## config.mk

```make
export PLATFORM = sky130hd
export DESIGN_NAME = median_nearest_color_classifier
export DESIGN_NICKNAME = d
export VERILOG_FILES = /design/src/rtl/mncc_pkg.sv /design/src/rtl/median_nearest_color_classifier.sv /design/src/rtl/mncc_sample_ram.sv /design/src/rtl/mncc_median.sv /design/src/rtl/mncc_dist.sv
export VERILOG_INCLUDE_DIRS = /design/src /design/src/rtl
export SDC_FILE = /design/constraint.sdc
export NUM_CORES = 2
export LEC_CHECK = 0
export ABC_AREA = 1
export BUFFER_PORTS_ARGS = -buffer_cell sky130_fd_sc_hd__buf_2
export CAP_MARGIN = 20
export CORE_ASPECT_RATIO = 1.25
export CORE_MARGIN = 2
export CORE_UTILIZATION = 57
export DETAILED_ROUTE_END_ITERATION = 16
export GPL_ROUTABILITY_DRIVEN = 0
export MAX_ROUTING_LAYER = met4
export PLACE_DENSITY = 0.88
export SLEW_MARGIN = 20
export SYNTH_ARGS = -nofsm -noshare
export SYNTH_HDL_FRONTEND = slang
export SYNTH_SLANG_ARGS = --single-unit
```

## constraint.sdc

```tcl
create_clock -name clk -period 7.24 [get_ports clk]
set_input_delay 0.362 -clock clk [delete_from_list [all_inputs] [get_ports clk]]
set_output_delay 0.362 -clock clk [all_outputs]
set_load 0.02 [all_outputs]
```

## src/rtl/median_nearest_color_classifier_defines.svh

```systemverilog
// ----------------------------------------------------------------------------
// Median nearest color classifier: assertion macros
// Shared concurrent assertion forms, sampled on clk and disabled in reset.
// ----------------------------------------------------------------------------
`ifndef MEDIAN_NEAREST_COLOR_CLASSIFIER_DEFINES_SVH
`define MEDIAN_NEAREST_COLOR_CLASSIFIER_DEFINES_SVH

// Same-cycle implication.
`define MNCC_ASSERT_NOW(lbl, ante, cons, msg) \
  lbl: assert property (@(posedge clk) disable iff (rst) (ante) |-> (cons)) else $error(msg);

// Next-cycle implication.
`define MNCC_ASSERT_NEXT(lbl, ante, cons, msg) \
  lbl: assert property (@(posedge clk) disable iff (rst) (ante) |=> (cons)) else $error(msg);

`endif

```

## src/rtl/mncc_pkg.sv

```systemverilog
// ----------------------------------------------------------------------------
// mncc_pkg
// Shared widths, types and codes of the median nearest color classifier.
// ----------------------------------------------------------------------------
package mncc_pkg;

  localparam int SAMPLE_COUNT = 9;
  localparam int IDX_W        = (SAMPLE_COUNT > 1) ? $clog2(SAMPLE_COUNT) : 1;
  localparam int RANK_W       = $clog2(SAMPLE_COUNT + 1);
  localparam int MID_INDEX    = (SAMPLE_COUNT - 1) / 2;

  localparam int READ_W   = 10;
  localparam int NUM_CH   = 4;
  localparam int NUM_REFS = 7;
  localparam int REF_W    = 3 * READ_W;
  localparam int REF_IDX_W = 3;
  localparam int CLASS_W  = 3;
  localparam int SQ_W     = 2 * READ_W;
  localparam int DIST_W   = SQ_W + 2;

  // Channel slots inside one sample word
  localparam int CH_RED   = 0;
  localparam int CH_GREEN = 1;
  localparam int CH_BLUE  = 2;
  localparam int CH_WHITE = 3;

  // Class codes
  localparam logic [CLASS_W-1:0] CLS_RED    = 3'd0;
  localparam logic [CLASS_W-1:0] CLS_GREEN  = 3'd1;
  localparam logic [CLASS_W-1:0] CLS_BLUE   = 3'd2;
  localparam logic [CLASS_W-1:0] CLS_YELLOW = 3'd3;
  localparam logic [CLASS_W-1:0] CLS_BROWN  = 3'd4;
  localparam logic [CLASS_W-1:0] CLS_WHITE  = 3'd5;
  localparam logic [CLASS_W-1:0] CLS_BLACK  = 3'd6;

  // Reference red: r = g = b = 725
  localparam logic [REF_W-1:0] REF_RED_RESET = 30'd760960725;

  typedef logic [NUM_CH-1:0][READ_W-1:0] sample_t;
  typedef logic [NUM_REFS-1:0][REF_W-1:0] ref_array_t;

endpackage

```

## src/rtl/median_nearest_color_classifier.sv

```systemverilog
// ----------------------------------------------------------------------------
// median_nearest_color_classifier
// Median-filtered nearest-reference color classifier, top level.
// ----------------------------------------------------------------------------
// Each input word carries one red, green, blue and white sensor reading. An
// input word that does not close a round is taken whenever the block is idle
// and written to the sample memory. The word that closes a round of
// SAMPLE_COUNT readings starts a median pass and holds in_stall high until the
// result is loaded: the rank scan compares each sample with every sample
// through the sample memory's two read ports, then the distance search steps
// through the references one by one. The result word (class and four medians)
// sits in an output register; readings of the next round are taken while it
// waits, but the round-closing word is stalled until the previous result is
// gone. Reference colors are to be written through the cfg port only while
// the block is idle; the block itself does not enforce this. Index 7 is
// ignored.
// ----------------------------------------------------------------------------
`include "median_nearest_color_classifier_defines.svh"

module median_nearest_color_classifier (
  input  logic                            clk,
  input  logic                            rst,
  // Reading words
  input  logic                            in_valid,
  output logic                            in_stall,
  input  logic [mncc_pkg::READ_W-1:0]     red_reading,
  input  logic [mncc_pkg::READ_W-1:0]     green_reading,
  input  logic [mncc_pkg::READ_W-1:0]     blue_reading,
  input  logic [mncc_pkg::READ_W-1:0]     white_reading,
  // Reference color writes
  input  logic                            cfg_valid,
  output logic                            cfg_ready,
  input  logic [mncc_pkg::REF_IDX_W-1:0]  cfg_index,
  input  logic [mncc_pkg::REF_W-1:0]      cfg_data,
  // Result words
  output logic                            out_valid,
  input  logic                            out_stall,
  output logic [mncc_pkg::CLASS_W-1:0]    color_class,
  output logic [mncc_pkg::READ_W-1:0]     median_red,
  output logic [mncc_pkg::READ_W-1:0]     median_green,
  output logic [mncc_pkg::READ_W-1:0]     median_blue,
  output logic [mncc_pkg::READ_W-1:0]     median_white
);

  localparam logic [1:0] ST_IDLE = 2'd0;
  localparam logic [1:0] ST_RANK = 2'd1;
  localparam logic [1:0] ST_DIST = 2'd2;

  localparam logic [mncc_pkg::IDX_W-1:0] LAST_IDX =
    mncc_pkg::IDX_W'(mncc_pkg::SAMPLE_COUNT - 1);

  logic [1:0]                   state;
  logic [mncc_pkg::IDX_W-1:0]   sample_count;
  logic                         in_accept;
  logic                         round_end;
  logic                         rank_start;
  mncc_pkg::sample_t            in_word;
  mncc_pkg::ref_array_t         refs;

  logic [mncc_pkg::IDX_W-1:0]   cand_addr;
  logic [mncc_pkg::IDX_W-1:0]   peer_addr;
  mncc_pkg::sample_t            cand_data;
  mncc_pkg::sample_t            peer_data;
  logic                         rank_done;
  mncc_pkg::sample_t            medians;
  logic                         dist_done;
  logic [mncc_pkg::CLASS_W-1:0] dist_class;

  // Only the round-closing word has to wait for the output register.
  assign in_stall  = (state != ST_IDLE) || (out_valid && (sample_count == LAST_IDX));
  assign in_accept = in_valid && !in_stall;
  assign round_end = in_accept && (sample_count == LAST_IDX);
  assign cfg_ready = 1'b1;

  always_comb begin
    in_word                     = '0;
    in_word[mncc_pkg::CH_RED]   = red_reading;
    in_word[mncc_pkg::CH_GREEN] = green_reading;
    in_word[mncc_pkg::CH_BLUE]  = blue_reading;
    in_word[mncc_pkg::CH_WHITE] = white_reading;
  end

  // Reference color registers
  always_ff @(posedge clk) begin
    if (rst) begin
      refs <= {{((mncc_pkg::NUM_REFS - 1) * mncc_pkg::REF_W){1'b0}},
               mncc_pkg::REF_RED_RESET};
    end else if (cfg_valid && cfg_ready) begin
      for (int k = 0; k < mncc_pkg::NUM_REFS; k++) begin
        if (cfg_index == mncc_pkg::REF_IDX_W'(k)) begin
          refs[k] <= cfg_data;
        end
      end
    end
  end

  // Round sequencer: collect, rank, search, then back to collecting
  always_ff @(posedge clk) begin
    if (rst) begin
      state        <= ST_IDLE;
      sample_count <= '0;
      rank_start   <= 1'b0;
    end else begin
      rank_start <= 1'b0;
      case (state)
        ST_IDLE: begin
          if (round_end) begin
            sample_count <= '0;
            rank_start   <= 1'b1;
            state        <= ST_RANK;
          end else if (in_accept) begin
            sample_count <= sample_count + 1'b1;
          end
        end
        ST_RANK: begin
          if (rank_done) begin
            state <= ST_DIST;
          end
        end
        ST_DIST: begin
          if (dist_done) begin
            state <= ST_IDLE;
          end
        end
        default: begin
          state <= ST_IDLE;
        end
      endcase
    end
  end

  mncc_sample_ram u_ram (
    .clk     (clk),
    .we      (in_accept),
    .waddr   (sample_count),
    .wdata   (in_word),
    .raddr_a (cand_addr),
    .raddr_b (peer_addr),
    .rdata_a (cand_data),
    .rdata_b (peer_data)
  );

  mncc_median u_median (
    .clk       (clk),
    .rst       (rst),
    .start     (rank_start),
    .cand_data (cand_data),
    .peer_data (peer_data),
    .cand_addr (cand_addr),
    .peer_addr (peer_addr),
    .done      (rank_done),
    .medians   (medians)
  );

  mncc_dist u_dist (
    .clk         (clk),
    .rst         (rst),
    .start       (rank_done),
    .refs        (refs),
    .medians     (medians),
    .done        (dist_done),
    .color_class (dist_class)
  );

  // Output register: load on search done, drop once taken
  always_ff @(posedge clk) begin
    if (rst) begin
      out_valid <= 1'b0;
    end else if (dist_done) begin
      out_valid <= 1'b1;
    end else if (out_valid && !out_stall) begin
      out_valid <= 1'b0;
    end
  end

  always_ff @(posedge clk) begin
    if (dist_done) begin
      color_class  <= dist_class;
      median_red   <= medians[mncc_pkg::CH_RED];
      median_green <= medians[mncc_pkg::CH_GREEN];
      median_blue  <= medians[mncc_pkg::CH_BLUE];
      median_white <= medians[mncc_pkg::CH_WHITE];
    end
  end

  `MNCC_ASSERT_NOW(a_busy_stalls, state != ST_IDLE, in_stall, "input taken during median pass")
  `MNCC_ASSERT_NEXT(a_round_starts_rank, round_end, state == ST_RANK, "round end missed")
  `MNCC_ASSERT_NOW(a_class_range, out_valid, color_class <= mncc_pkg::CLS_BLACK, "bad class")
  `MNCC_ASSERT_NOW(a_load_free, dist_done, !out_valid, "result overwrites pending word")

endmodule

```

## src/rtl/mncc_sample_ram.sv

```systemverilog
// ----------------------------------------------------------------------------
// mncc_sample_ram
// Sample store of one round: one write port, two registered read ports.
// ----------------------------------------------------------------------------
module mncc_sample_ram (
  input  logic                     clk,
  input  logic                     we,
  input  logic [mncc_pkg::IDX_W-1:0] waddr,
  input  mncc_pkg::sample_t        wdata,
  input  logic [mncc_pkg::IDX_W-1:0] raddr_a,
  input  logic [mncc_pkg::IDX_W-1:0] raddr_b,
  output mncc_pkg::sample_t        rdata_a,
  output mncc_pkg::sample_t        rdata_b
);

  mncc_pkg::sample_t mem [mncc_pkg::SAMPLE_COUNT];

  always_ff @(posedge clk) begin
    if (we) begin
      mem[waddr] <= wdata;
    end
  end

  always_ff @(posedge clk) begin
    rdata_a <= mem[raddr_a];
    rdata_b <= mem[raddr_b];
  end

endmodule

```

## src/rtl/mncc_median.sv

```systemverilog
// ----------------------------------------------------------------------------
// mncc_median
// Rank scan over the sample store: each entry in turn is the candidate and
// is compared with every entry; the one whose stable rank is the middle
// index is that channel's median.
// ----------------------------------------------------------------------------
module mncc_median (
  input  logic                       clk,
  input  logic                       rst,
  input  logic                       start,
  input  mncc_pkg::sample_t          cand_data,
  input  mncc_pkg::sample_t          peer_data,
  output logic [mncc_pkg::IDX_W-1:0] cand_addr,
  output logic [mncc_pkg::IDX_W-1:0] peer_addr,
  output logic                       done,
  output mncc_pkg::sample_t          medians
);

  localparam logic [mncc_pkg::IDX_W-1:0] LAST_IDX =
    mncc_pkg::IDX_W'(mncc_pkg::SAMPLE_COUNT - 1);
  localparam logic [mncc_pkg::RANK_W-1:0] MID_RANK =
    mncc_pkg::RANK_W'(mncc_pkg::MID_INDEX);

  logic                       busy;
  logic                       waiting;
  logic [mncc_pkg::IDX_W-1:0] cand;
  logic [mncc_pkg::IDX_W-1:0] peer;
  logic [mncc_pkg::IDX_W-1:0] peer_d;
  logic                       cmp_valid;
  logic                       cmp_last;
  logic [mncc_pkg::NUM_CH-1:0][mncc_pkg::RANK_W-1:0] rank;
  logic [mncc_pkg::NUM_CH-1:0][mncc_pkg::RANK_W-1:0] rank_next;

  assign cand_addr = cand;
  assign peer_addr = peer;

  // Count peers that sort ahead of the candidate; ties go by entry order.
  always_comb begin
    for (int c = 0; c < mncc_pkg::NUM_CH; c++) begin
      if ((peer_data[c] < cand_data[c]) ||
          ((peer_data[c] == cand_data[c]) && (peer_d < cand))) begin
        rank_next[c] = rank[c] + 1'b1;
      end else begin
        rank_next[c] = rank[c];
      end
    end
  end

  always_ff @(posedge clk) begin
    if (rst) begin
      busy      <= 1'b0;
      waiting   <= 1'b0;
      cand      <= '0;
      peer      <= '0;
      cmp_valid <= 1'b0;
      cmp_last  <= 1'b0;
      done      <= 1'b0;
      rank      <= '0;
    end else begin
      done      <= 1'b0;
      cmp_valid <= 1'b0;
      cmp_last  <= 1'b0;
      if (start) begin
        busy    <= 1'b1;
        waiting <= 1'b0;
        cand    <= '0;
        peer    <= '0;
        rank    <= '0;
      end else if (busy) begin
        // Issue side: walk the peer address across the store
        if (!waiting) begin
          cmp_valid <= 1'b1;
          cmp_last  <= (peer == LAST_IDX);
          if (peer == LAST_IDX) begin
            waiting <= 1'b1;
            peer    <= '0;
          end else begin
            peer <= peer + 1'b1;
          end
        end
        // Compare side: follows the issue side in the next cycle
        if (cmp_valid) begin
          if (cmp_last) begin
            rank <= '0;
            if (cand == LAST_IDX) begin
              busy <= 1'b0;
              done <= 1'b1;
            end else begin
              cand    <= cand + 1'b1;
              waiting <= 1'b0;
            end
          end else begin
            rank <= rank_next;
          end
        end
      end
    end
  end

  always_ff @(posedge clk) begin
    peer_d <= peer;
    if (cmp_valid && cmp_last) begin
      for (int c = 0; c < mncc_pkg::NUM_CH; c++) begin
        if (rank_next[c] == MID_RANK) begin
          medians[c] <= cand_data[c];
        end
      end
    end
  end

endmodule

```

## src/rtl/mncc_dist.sv

```systemverilog
// ----------------------------------------------------------------------------
// mncc_dist
// Nearest reference search: one reference a cycle, squares registered,
// then summed and compared against the best so far.
// ----------------------------------------------------------------------------
module mncc_dist (
  input  logic                         clk,
  input  logic                         rst,
  input  logic                         start,
  input  mncc_pkg::ref_array_t         refs,
  input  mncc_pkg::sample_t            medians,
  output logic                         done,
  output logic [mncc_pkg::CLASS_W-1:0] color_class
);

  localparam logic [mncc_pkg::CLASS_W-1:0] LAST_REF =
    mncc_pkg::CLASS_W'(mncc_pkg::NUM_REFS - 1);

  logic                          busy;
  logic [mncc_pkg::CLASS_W-1:0]  ref_sel;
  logic [mncc_pkg::REF_W-1:0]    ref_word;
  logic [2:0][mncc_pkg::READ_W-1:0] ref_ch;
  logic [2:0][mncc_pkg::READ_W-1:0] diff;
  logic [2:0][mncc_pkg::SQ_W-1:0]   sq;
  logic                          sq_valid;
  logic [mncc_pkg::CLASS_W-1:0]  sq_ref;
  logic [mncc_pkg::DIST_W-1:0]   dist_sum;
  logic [mncc_pkg::DIST_W-1:0]   best;

  assign ref_word  = refs[ref_sel];
  assign ref_ch[0] = ref_word[3*mncc_pkg::READ_W-1 -: mncc_pkg::READ_W];
  assign ref_ch[1] = ref_word[2*mncc_pkg::READ_W-1 -: mncc_pkg::READ_W];
  assign ref_ch[2] = ref_word[mncc_pkg::READ_W-1:0];

  always_comb begin
    for (int c = 0; c < 3; c++) begin
      diff[c] = (ref_ch[c] > medians[c]) ? (ref_ch[c] - medians[c])
                                         : (medians[c] - ref_ch[c]);
    end
  end

  assign dist_sum = mncc_pkg::DIST_W'(sq[0]) + mncc_pkg::DIST_W'(sq[1]) +
                    mncc_pkg::DIST_W'(sq[2]);

  always_ff @(posedge clk) begin
    for (int c = 0; c < 3; c++) begin
      sq[c] <= mncc_pkg::SQ_W'(diff[c]) * mncc_pkg::SQ_W'(diff[c]);
    end
    sq_ref <= ref_sel;
  end

  always_ff @(posedge clk) begin
    if (rst) begin
      busy     <= 1'b0;
      ref_sel  <= '0;
      sq_valid <= 1'b0;
      done     <= 1'b0;
    end else begin
      done     <= 1'b0;
      sq_valid <= busy;
      if (start) begin
        busy    <= 1'b1;
        ref_sel <= '0;
      end else if (busy) begin
        if (ref_sel == LAST_REF) begin
          busy <= 1'b0;
        end else begin
          ref_sel <= ref_sel + 1'b1;
        end
      end
      if (sq_valid && (sq_ref == LAST_REF)) begin
        done <= 1'b1;
      end
    end
  end

  // First strictly smaller distance wins
  always_ff @(posedge clk) begin
    if (sq_valid) begin
      if ((sq_ref == mncc_pkg::CLS_RED) || (dist_sum < best)) begin
        best        <= dist_sum;
        color_class <= sq_ref;
      end
    end
  end

endmodule
```

# Word-level counts from Yosys, hierarchy flattened
# Memories as Yosys holds them, arrays and structs flattened. A register that Yosys moved wholly into a read port is not among the register bits.
# Cells that the tools add are included.
[word_totals] reg_bits=428 output_inout_bits=46 ram_bits=360 mem_count=1 inputBits=78 word_cells=189
[classes] add_sub_neg=16 reduce_logical=48 eq_ne=24 n_mux=38 n_mul=3 bitwise=7 magnitude_cmp=10
[memory_table] name="u_ram.mem" depth=9 width=40 rd=2 rd_ports_with_merged_regs=2 wr=1 line_no="mncc_sample_ram.sv:16" text="mncc_pkg::sample_t mem [mncc_pkg::SAMPLE_COUNT];"
[ops] operator="binary-select mux 30 bit (select 3 bit)" count=1
[ops] operator="multiplier 10 x 10 -> 20 bit" count=3
[ops] operator="subtractor 10 bit" count=6
[ops] operator="equality test 10 bit" count=4
[ops] operator="less-than comparator 10 bit" count=4
[ops] operator="AND reduction 2 bit" count=16
[ops] operator="greater-than comparator 10 bit" count=3
[ops] operator="2-to-1 mux 10 bit" count=3
[ops] operator="2-to-1 mux 30 bit" count=1
[ops] operator="adder 4 x 1 -> 4 bit, second input constant" count=7
[ops] operator="2-to-1 mux 4 bit" count=7
[ops] operator="adder 22 x 20 -> 22 bit" count=1
[ops] operator="less-than comparator 22 bit" count=1
[ops] operator="adder 20 x 20 -> 21 bit" count=1
[ops] operator="2-to-1 mux 1 bit" count=21
[ops] operator="equality test 4 x 3 -> 1 bit, second input constant" count=4
[ops] operator="2-to-1 mux 16 bit" count=1
[ops] operator="equality test 3 bit, second input constant" count=5
[ops] operator="equality test 4 bit, second input constant" count=3
[ops] operator="logical AND 1 bit" count=10
[ops] operator="inverter 1 bit" count=7
[ops] operator="equality test 3 x 2 -> 1 bit, second input constant" count=2
[ops] operator="zero test 3 bit" count=2
[ops] operator="logical OR 1 bit" count=6
[ops] operator="19 further kinds" count=27

# Depth between registers and ports, before layout
[depth] word_depth=8 ltp_mapped=41 ltp_nobuf=37

# Cells and area by module
# A second synthesis with hierarchy kept.
[unflattened] hier_cells=6268 hier_area_um2=51112.8
[by_module_without_submodules] module="mncc_sample_ram" area_each_um2=20314.5 n_inst=1 seq_area_each_um2=12411.9 cells_each=2287
[by_module_without_submodules] module="mncc_dist" area_each_um2=17556.8 n_inst=1 seq_area_each_um2=2072.0 cells_each=2453
[by_module_without_submodules] module="median_nearest_color_classifier" area_each_um2=9066.2 n_inst=1 seq_area_each_um2=5655.4 cells_each=1027
[by_module_without_submodules] module="mncc_median" area_each_um2=4175.3 n_inst=1 seq_area_each_um2=1861.8 cells_each=501

# Least setup slack after synthesis
# No wires, ideal clock.
[synth_path] kind="register to register" startpoint="register u_dist.ref_sel[0] (netlist name)" endpoint="register u_dist.sq[36] (netlist name)" path_stages_with_launch=35 setup_time_ns=0.112 arrival_time_ns=7.018 synth_period_minus_slack_ns=7.131 t_required_ns=7.128 path_buffers=4 setup_slack_ns=0.109 path_cell_list="dfxtp_1 > clkbuf_1 > inv_1 > clkbuf_1 > clkbuf_1 > nor2_1 > o32ai_1 > nor2_1 > a31oi_1 > ha_1 > nand2_1 > inv_1 > a21oi_1 > nand3_1 > nand2_2 > buf_4 > nand2_1 > o21ai_2 > xor2_4 > nor2_1 > fa_1 > inv_1 > fa_1 > fa_1 > inv_1 > fa_1 > fa_1 > ha_1 > nand2_1 > o21ai_0 > a21boi_0 > o21ai_0 > nand3_1 > nand3_1 > nand2_1"
[synth_via] elab_chain_len=5 elab_cells_between_ends=7 classes_between="add/sub: 2; mul: 1; order compare: 1; mux: 3"
[synth_rtl] item="start, declared" line_no="mncc_dist.sv:20" text="logic [mncc_pkg::CLASS_W-1:0] ref_sel;"
[synth_rtl] item="start signal, assigned" line_no="mncc_dist.sv:68" text="ref_sel <= ref_sel + 1'b1;"
[synth_rtl] item="binary-select mux 30 bit (select 3 bit) *" line_no="mncc_dist.sv:30" text="assign ref_word = refs[ref_sel];"
[synth_rtl] item="2-to-1 mux 30 bit (not written as such) *" line_no="mncc_dist.sv:30"
[synth_rtl] item="subtractor 10 bit, or another cell as far along" line_no="mncc_dist.sv:38" text=": (medians[c] - ref_ch[c]);"
[synth_rtl] item="2-to-1 mux 10 bit *" line_no="mncc_dist.sv:37" text="diff[c] = (ref_ch[c] > medians[c]) ? (ref_ch[c] - medians[c])"
[synth_rtl] item="multiplier 10 x 10 -> 20 bit *" line_no="mncc_dist.sv:47" text="sq[c] <= mncc_pkg::SQ_W'(diff[c]) * mncc_pkg::SQ_W'(diff[c]);"
[synth_rtl] item="end signal, assigned by index" line_no="mncc_dist.sv:47"
[synth_rtl] item="end, declared" line_no="mncc_dist.sv:24" text="logic [2:0][mncc_pkg::SQ_W-1:0] sq;"
# Every way passes the cells marked *; elsewhere a longest branch is shown, timed or not. The select of a mux whose other input is x is not followed.
# A chain may end at the register's enable or synchronous reset.

# Worst setup path after layout
[layout_path] startpoint="register u_dist.ref_sel[0] (netlist name)" endpoint="register u_dist.sq[15] (netlist name)"
# Same word-level chain as after synthesis.

==> out/results.env <==
RUN_STATUS='finished, final reports clean'
CRIT_REQUIRED_NS=7.82
PORT-BUFFER-COUNT=122
PATH_MAX_FANOUT=19
WORST_PATH_MAX_DELAY_CELL='fa_1'
SYNTH_CELL_TYPE_COUNT=55
SYNTH_AREA_LEADERS='edfxtp_1, dfxtp_1, o21ai_0'
SETUP_TNS_NS=0
WORST_SLEW_MARGIN_REL_PCT=22.2
ASYNC_FLOP_SHARE_PCT=0
VIAS=42100
CLOCK_LATENCY_NS=0.66
POWER.SHARE.SWITCHING_PCT=39.6
ROUTE.DETAILED.WL_PER_INST_UM=20.4
MOSTFREQUENTLAYOUTCELL='nor2_1'
LAYOUT-AREA-OVERHEAD-VS-SYNTH_PCT=12.9
AREA_ENCLOSED_BY_THE_DIE_BOUNDARY_UM2=87500
CELL_TYPE_WITH_THE_LARGEST_TOTAL_AREA_AFTER_SYNTHESIS='edfxtp_1'
CP_SLOWEST_STAGE_DELAY_NS=0.59
SYNTH_EDF_COUNT=468
LAYOUT-DRIVE-GT1-SHARE_PCT=10.6
MAX_FREQ_MHz=140
TIMING.CRITICAL_PATH.FROM_TYPE='register'
CRITICAL_PATH_AT_NS=7.74
CELL_MODE_ON_CRITICAL_PATH='nand2_1'
SYN-INSTANCE-COUNT=5507
PLACEMENT_ROWS=119
GR-TOTAL-OVERFLOW=0
TRITONCTS_CLOCK_TREE='built'
NUMBER_OF_DETAILED_ROUTING_ITERATIONS_RUN_BEFORE_ANTENNA_REPAIR=7
WORSTSETUPENDPOINTTYPE='register'
FINAL_NETS=6175
HTREE_NUM_LEVELS=3
TRACK_USAGE_PCT=31.6
FLOORPLAN.DIE.WIDTH_UM=265
STATIC-LEAKAGE-POWER_nW=23.8
HOLD_CLASS='in2reg'
P_INT_mW=12.3
CLK_PATH_BUF_DEPTH=3
PRECTSSETUPSLACK_NS=0.0696
CTS-BUFFERS-INSERTED=85
ROUTE.DETAILED.DRC=0
FINAL_HOLD_VIOL_COUNT=0
CRITICALPATHCATEGORY='reg2reg'
SKEW_NS=0.0301
FILLERINSTANCES=6001
YOSYSWARNINGCOUNT=0
VIAS_IN_THE_FIRST_GLOBAL_ROUTE=41400
DIE-HEIGHT_UM=330
LAYOUT_COMMON_CELLS='nor2_1, o21ai_0, inv_1'
DRV_SLEW=0
FINAL_UTIL_PCT=65.0
POSTSYNTH.TOPFLOPCELL='edfxtp_1'
SYN-MEAN-INSTANCE-AREA_UM2=8.81
TIMING.HOLD.WS_NS=0.0105
FIN_TOTAL_PWR_mW=20.4
PERIOD_MINUS_SLACK_NS=7.16
CTS.ROOT.BUFFER_CELL='clkbuf_16'
POST-ROUTE-WORST-SETUP-SLACK_NS=0.0778
DRT_ITER0_MARKERS=5805
CLKSINKCOUNT=865
P_PER_CELL_AREA_nW_PER_UM2=372
VDD.IR_DROP.WORST_V=0.000483
SYNTHESIS.NETS=6052
GRT_MAX_DEGREE=133
TOTAL_WIRE_LENGTH_UM=139000
SEQ_POWER_SHARE_PCT=28.6
DRV.MAX_CAP_VIOLATION_COUNT=0
ANTENNA_FOUND_INITIAL=12
DETAIL_ROUTE.VIAS_PER_CELL=6.18
SWITCHING_POWER_mW=8.07
FLOORPLAN.INITIALDENSITY_PCT=57.6
SYN_AREA_UM2=48500
MAX_SLEW.WORST_PIN.SLEW_NS=1.17
SYNTH_SEQ_AREA_SHARE_PCT=45.3
CLOCKPOWERSHARE_PCT=22.4
PLACE_HPWL_UM=84200
NETLIST.AREA_LEADER.SHARE_PCT=29.0
SYNTH-SEQ-CELLS=865
CLK_PIN_SLEW_NS=0.06
SETUP_VIOLATIONS=0
SHARE_COMB_OF_TOTAL_POWER_PCT=49.0
POSTROUTEANTENNANETS=0
POST-ROUTE-PERIOD-UTIL_PCT=98.9
COREAREA_UM2=84300
BOUNDARYPINS=124
GRT_FIRST_PASS_WIRELENGTH_UM=213000
-- what timing repair did --
item | in CTS | in global routing
endpoints found under the setup margin | 4 | 31
hold endpoints to repair | 289 | 0
setup buffers | 1 | 28
resized for setup | 7 | 141
hold buffers | 35 | 0
gates cloned | 0 | 6
pin swaps | 0 | 23
-- logic make-up (layout without fill, tap and decap cells) --
kind of cell / Yosys count / after routing / share of synthesized area, %
flip-flops: 865 / 865 / 45.3
adder cells (fa/ha/maj): 467 / 467 / 14.4
AND/OR/NAND/NOR: 1663 / 1664 / 13.7
AO/OA/AOI/OAI: 1466 / 1466 / 16.5
multiplexers: 2 / 2 / 0.0928
XOR/XNOR: 136 / 136 / 2.78
other: 1 / 17 / 0.00773
buffers and inverters: 907 / 1097 / 7.11
-- power by group through the flow --
stage	Combinational (mW)	Sequential [mW]	Clock, mW
final	9.99	5.83	4.57
after global routing	11.1	5.84	4.76
after CTS	9.01	5.82	4.57
after detailed placement	8.76	5.92	0
after global placement	8.41	5.91	0
after floorplan	6.74	5.85	0
-- path summary, 6_finish.rpt --
check,startpoint,endpoint,slack (ns),cells after the start
hold reg to reg,u_median.medians[38],median_white[8],0.42,0
setup reg to reg,u_dist.ref_sel[0],u_dist.sq[15],0.08,35
setup / recovery,u_dist.ref_sel[0],u_dist.sq[15],0.08,35
hold / removal,green_reading[8],u_ram.mem[1][18],0.01,1
-- layout make-up --
cell class / count / area (µm²) / share of cell area, %
diodes: 16 / 40.0 / 0.0731
clock buffers: 112 / 2380 / 4.34
clock inverters: 43 / 499 / 0.912
inverters: 636 / 2400 / 4.39
multi-input cells: 3736 / 23700 / 43.3
flip-flops and latches: 865 / 22000 / 40.2
well taps: 1089 / 1360 / 2.49
repair buffers: 306 / 2320 / 4.24
-- Yosys cell counts, types with 12 or more instances --
master,instances
o32ai_1,30
xor2_1,91
inv_1,626
o31ai_1,28
nor3_1,22
o22ai_1,12
xnor2_1,33
clkbuf_1,241
fa_1,151
nand4_1,21
nand3_1,142
dfxtp_1,397
nor2_1,894
o221ai_1,82
nand2_1,530
a21oi_1,375
ha_1,316
o21ai_0,864
buf_1,17
edfxtp_1,468
-- through the flow --
step                      instance area (µm²)  cells
final                                   54800   6803
after floorplan                         48500   5507
after detailed placement                50500   6561
after global placement                  50500   6561
after global routing                    54700   6799
after CTS                               53800   6752
-- per-layer routing --
metal	wire, µm	part of all wire (%)	GRT usage, %
met3	14100	10	5.11
met2	67700	49	53.2
met1	47200	34	35.0
met4	9750	7.0	20.1
met5	0	0	-
-- worst max-delay path: cells and delay by family, from the launching register on --
kind / cells / cell delay, ns
adders and majority gates: 7 / 3.18
DFF: 1 / 0.51
buffers and inverters: 9 / 1.05
and+or+nand+nor: 14 / 1.46
AOI/OAI and AO/OA: 3 / 0.41
xor gates and xnor gates: 2 / 0.45
-- state kept, by name, indices dropped and copies added, names as in the netlist, 16 cells and up --
| signal | cells |
|---|---|
| refs | 210 |
| u_dist.sq | 57 |
| u_ram.mem | 360 |
| u_ram.rdata_a | 40 |
| u_ram.rdata_b | 40 |
| u_median.rank | 16 |
| u_dist.best | 22 |
| u_median.medians | 40 |
Note: power is estimated with default switching activity, not from simulation.
